==> config.mk <==
export PLATFORM = sky130hd
export DESIGN_NAME = number_to_ascii_digits_top
export DESIGN_NICKNAME = d
export VERILOG_FILES = /design/src/hw/rtl/nac_pkg.sv /design/src/hw/rtl/nac_dabble.sv /design/src/hw/rtl/number_to_ascii_digits_top.sv
export SDC_FILE = /design/constraint.sdc
export NUM_CORES = 1
export LEC_CHECK = 0
export ABC_AREA = 0
export ABC_CLOCK_PERIOD_IN_PS = 4700
export BUFFER_PORTS_ARGS = -buffer_cell sky130_fd_sc_hd__buf_2
export CORE_MARGIN = 8
export CORE_UTILIZATION = 35
export CTS_CLUSTER_SIZE = 30
export DETAILED_ROUTE_END_ITERATION = 6
export GPL_TIMING_DRIVEN = 1
export SYNTH_ARGS = -nofsm -noshare
export SYNTH_HDL_FRONTEND = slang
export SYNTH_SLANG_ARGS = --single-unit
==> constraint.sdc <==
create_clock -name i_clk -period 4.7 [get_ports i_clk]
set_input_delay 0.235 -clock i_clk [delete_from_list [all_inputs] [get_ports i_clk]]
set_output_delay 0.235 -clock i_clk [all_outputs]
set_load 0.03 [all_outputs]
==> src/hw/rtl/nac_pkg.sv <==
// ----------------------------------------------------------------------------
// nac_pkg
// Types and constants of the binary to ASCII digit converter.
// ----------------------------------------------------------------------------
package nac_pkg;

    localparam int unsigned DIGIT_W = 4;
    localparam int unsigned CHAR_W  = 7;

    localparam logic OP_DEC = 1'b0;
    localparam logic OP_HEX = 1'b1;

    localparam logic [CHAR_W-1:0]  ASCII_ZERO = 7'h30;
    localparam logic [CHAR_W-1:0]  ASCII_A    = 7'h41;
    localparam logic [DIGIT_W-1:0] DIGIT_TEN  = 4'hA;

    typedef enum logic [3:0] {
        S_IDLE = 4'b0001,
        S_CONV = 4'b0010,
        S_SKIP = 4'b0100,
        S_EMIT = 4'b1000
    } t_state;

    function automatic logic [CHAR_W-1:0] digit_char(input logic [DIGIT_W-1:0] d);
        logic [CHAR_W-1:0] c;
        if (d < DIGIT_TEN) begin
            c = ASCII_ZERO + CHAR_W'(d);
        end else begin
            c = ASCII_A + CHAR_W'(d - DIGIT_TEN);
        end
        return c;
    endfunction

endpackage

==> src/hw/rtl/nac_dabble.sv <==
// ----------------------------------------------------------------------------
// nac_dabble
// One shift-and-add-3 step over a packed BCD register.
// ----------------------------------------------------------------------------
module nac_dabble
    import nac_pkg::*;
#(
    parameter int unsigned NDIG = 10
) (
    input  logic [DIGIT_W*NDIG-1:0] i_bcd,
    input  logic                    i_bit,
    output logic [DIGIT_W*NDIG-1:0] o_bcd
);

    logic [DIGIT_W*NDIG-1:0] w_adj;

    always_comb begin
        for (int i = 0; i < NDIG; i++) begin
            if (i_bcd[DIGIT_W*i +: DIGIT_W] >= 4'd5) begin
                w_adj[DIGIT_W*i +: DIGIT_W] = i_bcd[DIGIT_W*i +: DIGIT_W] + 4'd3;
            end else begin
                w_adj[DIGIT_W*i +: DIGIT_W] = i_bcd[DIGIT_W*i +: DIGIT_W];
            end
        end
    end

    assign o_bcd = {w_adj[DIGIT_W*NDIG-2:0], i_bit};

endmodule

==> src/hw/rtl/number_to_ascii_digits_top.sv <==
// ----------------------------------------------------------------------------
// number_to_ascii_digits_top
// Binary to ASCII decimal or hexadecimal digit string converter.
//
// A request is taken when start is high and busy is low: i_operation selects
// decimal (0) or hexadecimal (1), i_value holds the unsigned number. The block
// then raises busy and returns the digits most significant first, leading
// zeros dropped, one per cycle on o_ascii_char with o_strobe high for one
// cycle each; o_last marks the final digit. Zero gives the single digit '0'.
// Decimal requests run a shift-and-add-3 unit once per input bit, hex
// requests skip it. Leading zero digits are then dropped at one per cycle
// and the digits emitted at one per cycle. NDEC is the number of decimal
// digit places. A new request may be issued the cycle after busy falls.
// The receiver cannot stall: every digit appears exactly once.
// Reset clears the sequencer and the strobe; no request is in flight after.
// ----------------------------------------------------------------------------
module number_to_ascii_digits_top
    import nac_pkg::*;
#(
    parameter int unsigned VALUE_WIDTH = 32
) (
    input  logic                   i_clk,
    input  logic                   i_rst_n,
    input  logic                   start,
    output logic                   busy,
    input  logic                   i_operation,
    input  logic [VALUE_WIDTH-1:0] i_value,
    output logic                   o_strobe,
    output logic [CHAR_W-1:0]      o_ascii_char,
    output logic                   o_last
);

    localparam int unsigned NDEC  = (VALUE_WIDTH * 30103) / 100000 + 1;
    localparam int unsigned NHEX  = (VALUE_WIDTH + 3) / 4;
    localparam int unsigned BUF_W = DIGIT_W * NDEC;
    localparam int unsigned CNT_W = $clog2(NDEC + 1);
    localparam int unsigned BIT_W = $clog2(VALUE_WIDTH + 1);
    localparam int unsigned HEX_SH = DIGIT_W * (NDEC - NHEX);

    t_state                 r_state, n_state;
    logic [BUF_W-1:0]       r_buf, n_buf;
    logic [VALUE_WIDTH-1:0] r_bin, n_bin;
    logic [BIT_W-1:0]       r_bits, n_bits;
    logic [CNT_W-1:0]       r_cnt, n_cnt;
    logic                   r_strobe, n_strobe;
    logic [CHAR_W-1:0]      r_char, n_char;
    logic                   r_last, n_last;

    logic [BUF_W-1:0]       w_dab;
    logic [DIGIT_W-1:0]     w_top;
    logic                   w_one;

    nac_dabble #(
        .NDIG (NDEC)
    ) u_dabble (
        .i_bcd (r_buf),
        .i_bit (r_bin[VALUE_WIDTH-1]),
        .o_bcd (w_dab)
    );

    assign w_top = r_buf[BUF_W-1 -: DIGIT_W];
    assign w_one = (r_cnt == CNT_W'(1));

    always_comb begin
        n_state  = r_state;
        n_buf    = r_buf;
        n_bin    = r_bin;
        n_bits   = r_bits;
        n_cnt    = r_cnt;
        n_strobe = 1'b0;
        n_char   = r_char;
        n_last   = r_last;
        case (r_state)
            S_IDLE: begin
                if (start) begin
                    if (i_operation == OP_HEX) begin
                        n_buf   = BUF_W'(i_value) << HEX_SH;
                        n_cnt   = CNT_W'(NHEX);
                        n_state = S_SKIP;
                    end else begin
                        n_buf   = '0;
                        n_bin   = i_value;
                        n_bits  = BIT_W'(VALUE_WIDTH);
                        n_cnt   = CNT_W'(NDEC);
                        n_state = S_CONV;
                    end
                end
            end
            S_CONV: begin
                n_buf  = w_dab;
                n_bin  = r_bin << 1;
                n_bits = r_bits - BIT_W'(1);
                if (r_bits == BIT_W'(1)) begin
                    n_state = S_SKIP;
                end
            end
            S_SKIP: begin
                if (w_top == '0 && !w_one) begin
                    n_buf = r_buf << DIGIT_W;
                    n_cnt = r_cnt - CNT_W'(1);
                end else begin
                    n_state = S_EMIT;
                end
            end
            S_EMIT: begin
                n_strobe = 1'b1;
                n_char   = digit_char(w_top);
                n_last   = w_one;
                n_buf    = r_buf << DIGIT_W;
                n_cnt    = r_cnt - CNT_W'(1);
                if (w_one) begin
                    n_state = S_IDLE;
                end
            end
            default: begin
                n_state = S_IDLE;
            end
        endcase
    end

    always_ff @(posedge i_clk) begin
        if (!i_rst_n) begin
            r_state  <= S_IDLE;
            r_strobe <= 1'b0;
        end else begin
            r_state  <= n_state;
            r_strobe <= n_strobe;
        end
    end

    always_ff @(posedge i_clk) begin
        r_buf  <= n_buf;
        r_bin  <= n_bin;
        r_bits <= n_bits;
        r_cnt  <= n_cnt;
        r_char <= n_char;
        r_last <= n_last;
    end

    assign busy         = (r_state != S_IDLE);
    assign o_strobe     = r_strobe;
    assign o_ascii_char = r_char;
    assign o_last       = r_last;

endmodule

==> impl_results.md <==
* Remaining global-route overflow at 0
* Core box area at 15000 um^2
* Total routed wirelength at 11200 um
* GRT busiest layer: met2
* Placement row count at 45
* Vias in the first global route at 3704
* Crit path largest cell delay at 0.75 ns
* CP Max Fanout at 49
* Vias at 3858
* Fill count at 1489
* Critical Path Start: r_state[2]$_SDFFE_PN0P_
* CTS buffer count at 9
* Gr usage total at 0.116
* First-pass GRT wire length at 18400 um
* Crit end category: flip-flop
* Commonest non-fill, non-tap cell in the layout: nand2_1
* Non-Filler Instances at 753
* Initial core utilization at 0.354
* Max VDD drop at 187 uV
* PostCTS Resize Cnt at 0
* Crit share post-route at 0.571
* Mean cell area of the mapped netlist at 10.1 um^2
* DIE HEIGHT at 139 um
* Crit path cell chain: or4b_1 > nand2b_2 > a41oi_1 > nor2_1
* Post-route cell area at 6000 um^2
* Slowest CP cell: nand2b_2
* Critical Path Sink: r_cnt[3]$_SDFFCE_PP1P_
* Post-Synthesis Cells at 525
* Global Route met2 Usage at 0.176
* Cell variety after synth at 37
* Layout area overhead at 12.8%
* Synth Area in Simple Gates at 0.173
* Final hold slack at 0.167 ns
* Clock Tree Root: clkbuf_16
* Post-CTS setup repair buffer count at 0
* CTS tree: built
* Clock sink total at 95
* DRT iter0 DRCs at 341
* Seq/Total Area, Yosys at 0.527
* Vias per cell at 5.12
* # setup viols final at 0
* Pins Over Slew Limit at 0
* CTS H-tree lvls at 3
* Rel. slew slack at 0.339
* RSZ-0062 raised after global routing: false
* Cts hold-fix bufs at 0
* Pin count of the biggest net entering global routing at 81
* GRT met3 Usage at 0.0185
* Mapped Nets at 589
* Cell Area, Synth at 5320 um^2
* DRT antenna net count at 0
* Depth of the most critical reg-to-reg path at 4
* Post-synthesis xor/xnor area fraction at 0.0362
* Main synth FF type: edfxtp_1
* Post-DP Area at 5710 um^2
* Post-synth EDFFs at 90
* Clock Tree Buf Depth at 2
* Fin crit period at 2.68 ns
* Die Footprint at 19400 um^2
* Seq. cell area at 2800 um^2
* PD cells at 386 nW/um^2
* Die X at 139 um
* Router iterations before antenna repair at 5
* Nets at 624
* Setup tns final at 0 ns
* Status: finished clean
* Multi-input gate area at 2310 um^2
* WS Path Type: reg -> reg
* Startpoint Class: flip-flop
* Synth Area in Adders at 0.0658
* CP arrival at 2.69 ns
* Worst-path clk slew at 0.06 ns
* MaxCap Viol Count at 0
* Worst clock skew at 0.00637 ns
* RR Endpoint: r_cnt[3]$_SDFFCE_PP1P_
* Most frequent cells in the layout: nand2_1 (140), edfxtp_1 (90), buf_2 (45), o21ai_0 (32), a21oi_1 (29)
* Post-detail-place hpwl at 7630 um
* Initial antenna violation count at 0
* # port buffers at 45
* Clock latency at the later pin of the worst-skew pair at 0.34 ns
* IO Pins at 46
* Inst Count DP at 737
* Yosys reg bits at 95
* Hold Path Class: in -> reg
* Post-synthesis compound-gate area fraction at 0.131
* Leak at 2.30 nW
* Antenna fix cells at 0
* Final hold vios at 0
* Design Power at 2.32 mW
* Post-synthesis mux area share at 0.0228
* Measured slew at the worst slew-check pin at 0.992 ns
* Yosys warnings at 0
* Met1 global-route usage at 0.156
* RePlAce Congestion at 0.785
* FFs w/ async S/R, synth at 0
* Achievable Freq at 373 MHz
* CP required at 4.71 ns
* Routed len/inst at 14.8 um
* R2R setup slack at 2.02 ns
* DRC viols at 0
* RR Startpoint: r_state[2]$_SDFFE_PN0P_
* Share of post-route cells with drive strength above 1 at 0.142
* Largest family of logic cells by synthesized area: simple AND/OR/NAND/NOR gates
## synth_stat cells, drive strengths merged, types with 7 or more instances
master	count	share of area
a21oi	29	0.027
a221o	9	0.017
a22oi	16	0.023
and2	7	0.0082
buf	16	0.018
clkbuf	10	0.0071
edfxtp	90	0.51
ha	28	0.066
inv	28	0.020
mux2	9	0.019
nand2	140	0.099
nand2b	13	0.015
nor2	23	0.016
nor3b	10	0.014
o21ai	33	0.031
o221ai	8	0.013
xnor2	16	0.026
## layout make-up
type | instances | share of cell area
Clock inverter | 7 | 0.0106
Clock buffer | 9 | 0.0375
Inverter | 28 | 0.0175
Sequential cell | 95 | 0.467
Multi-Input combinational cell | 376 | 0.385
Tap cell | 188 | 0.0392
Timing Repair Buffer | 50 | 0.0438
## report_power, final
part	leakage (nW)	switching [mW]	internal, mW
sequential	0.893	0.0863	1.07
combinational	1.27	0.260	0.183
clock	0.139	0.314	0.408
## worst min path at each step
stage / endpoint / cells after the start / start
3_3_place_gp: r_bin[18]$_DFFE_PP_ / 2 / r_bin[17]$_DFFE_PP_
5_1_grt: r_state[1]$_SDFFE_PN0P_ / 2 / i_rst_n
4_1_cts: r_state[1]$_SDFFE_PN0P_ / 2 / i_rst_n
2_1_floorplan: r_state[1]$_SDFFE_PN0P_ / 1 / i_rst_n
3_5_place_dp: r_bin[18]$_DFFE_PP_ / 2 / r_bin[17]$_DFFE_PP_
6_report: o_strobe$_SDFF_PN0_ / 2 / i_rst_n
## logic make-up after synthesis
family | count (synthesis)
AO/OA/AOI/OAI | 107
XOR/XNOR | 22
adder cells (fa/ha/maj) | 28
buffers and inverters | 54
flip-flops | 95
multiplexers | 11
AND/OR/NAND/NOR | 208
## layer usage
layer / wire length, um / up-vias
met5: 0 / -
met4: 167 / 0
met3: 381 / 9
met2: 5220 / 63
met1: 5390 / 1860
li1: - / 1926
## critical path, delay by kind of cell, from the launching register on
family | cells | cell delay, ns
AO/OA/AOI/OAI | 1 | 0.10
flip-flops | 1 | 0.57
AND/OR/NAND/NOR | 3 | 1.68
## through the flow
stage	setup WS [ns]	util
6_report	2.02	0.399
5_1_grt	1.79	0.399
4_1_cts	2.02	0.399
3_5_place_dp	2.03	0.380
3_3_place_gp	2.11	0.380
2_1_floorplan	0.608	-
## flip-flops by register name (all words and copies together), names as in the netlist
register and flops:
r_buf 40, r_bin 32, o_ascii_char 7, r_bits 6
r_cnt 4, r_state 4, o_last 1, o_strobe 1
Power figures use the tool's default switching activity.
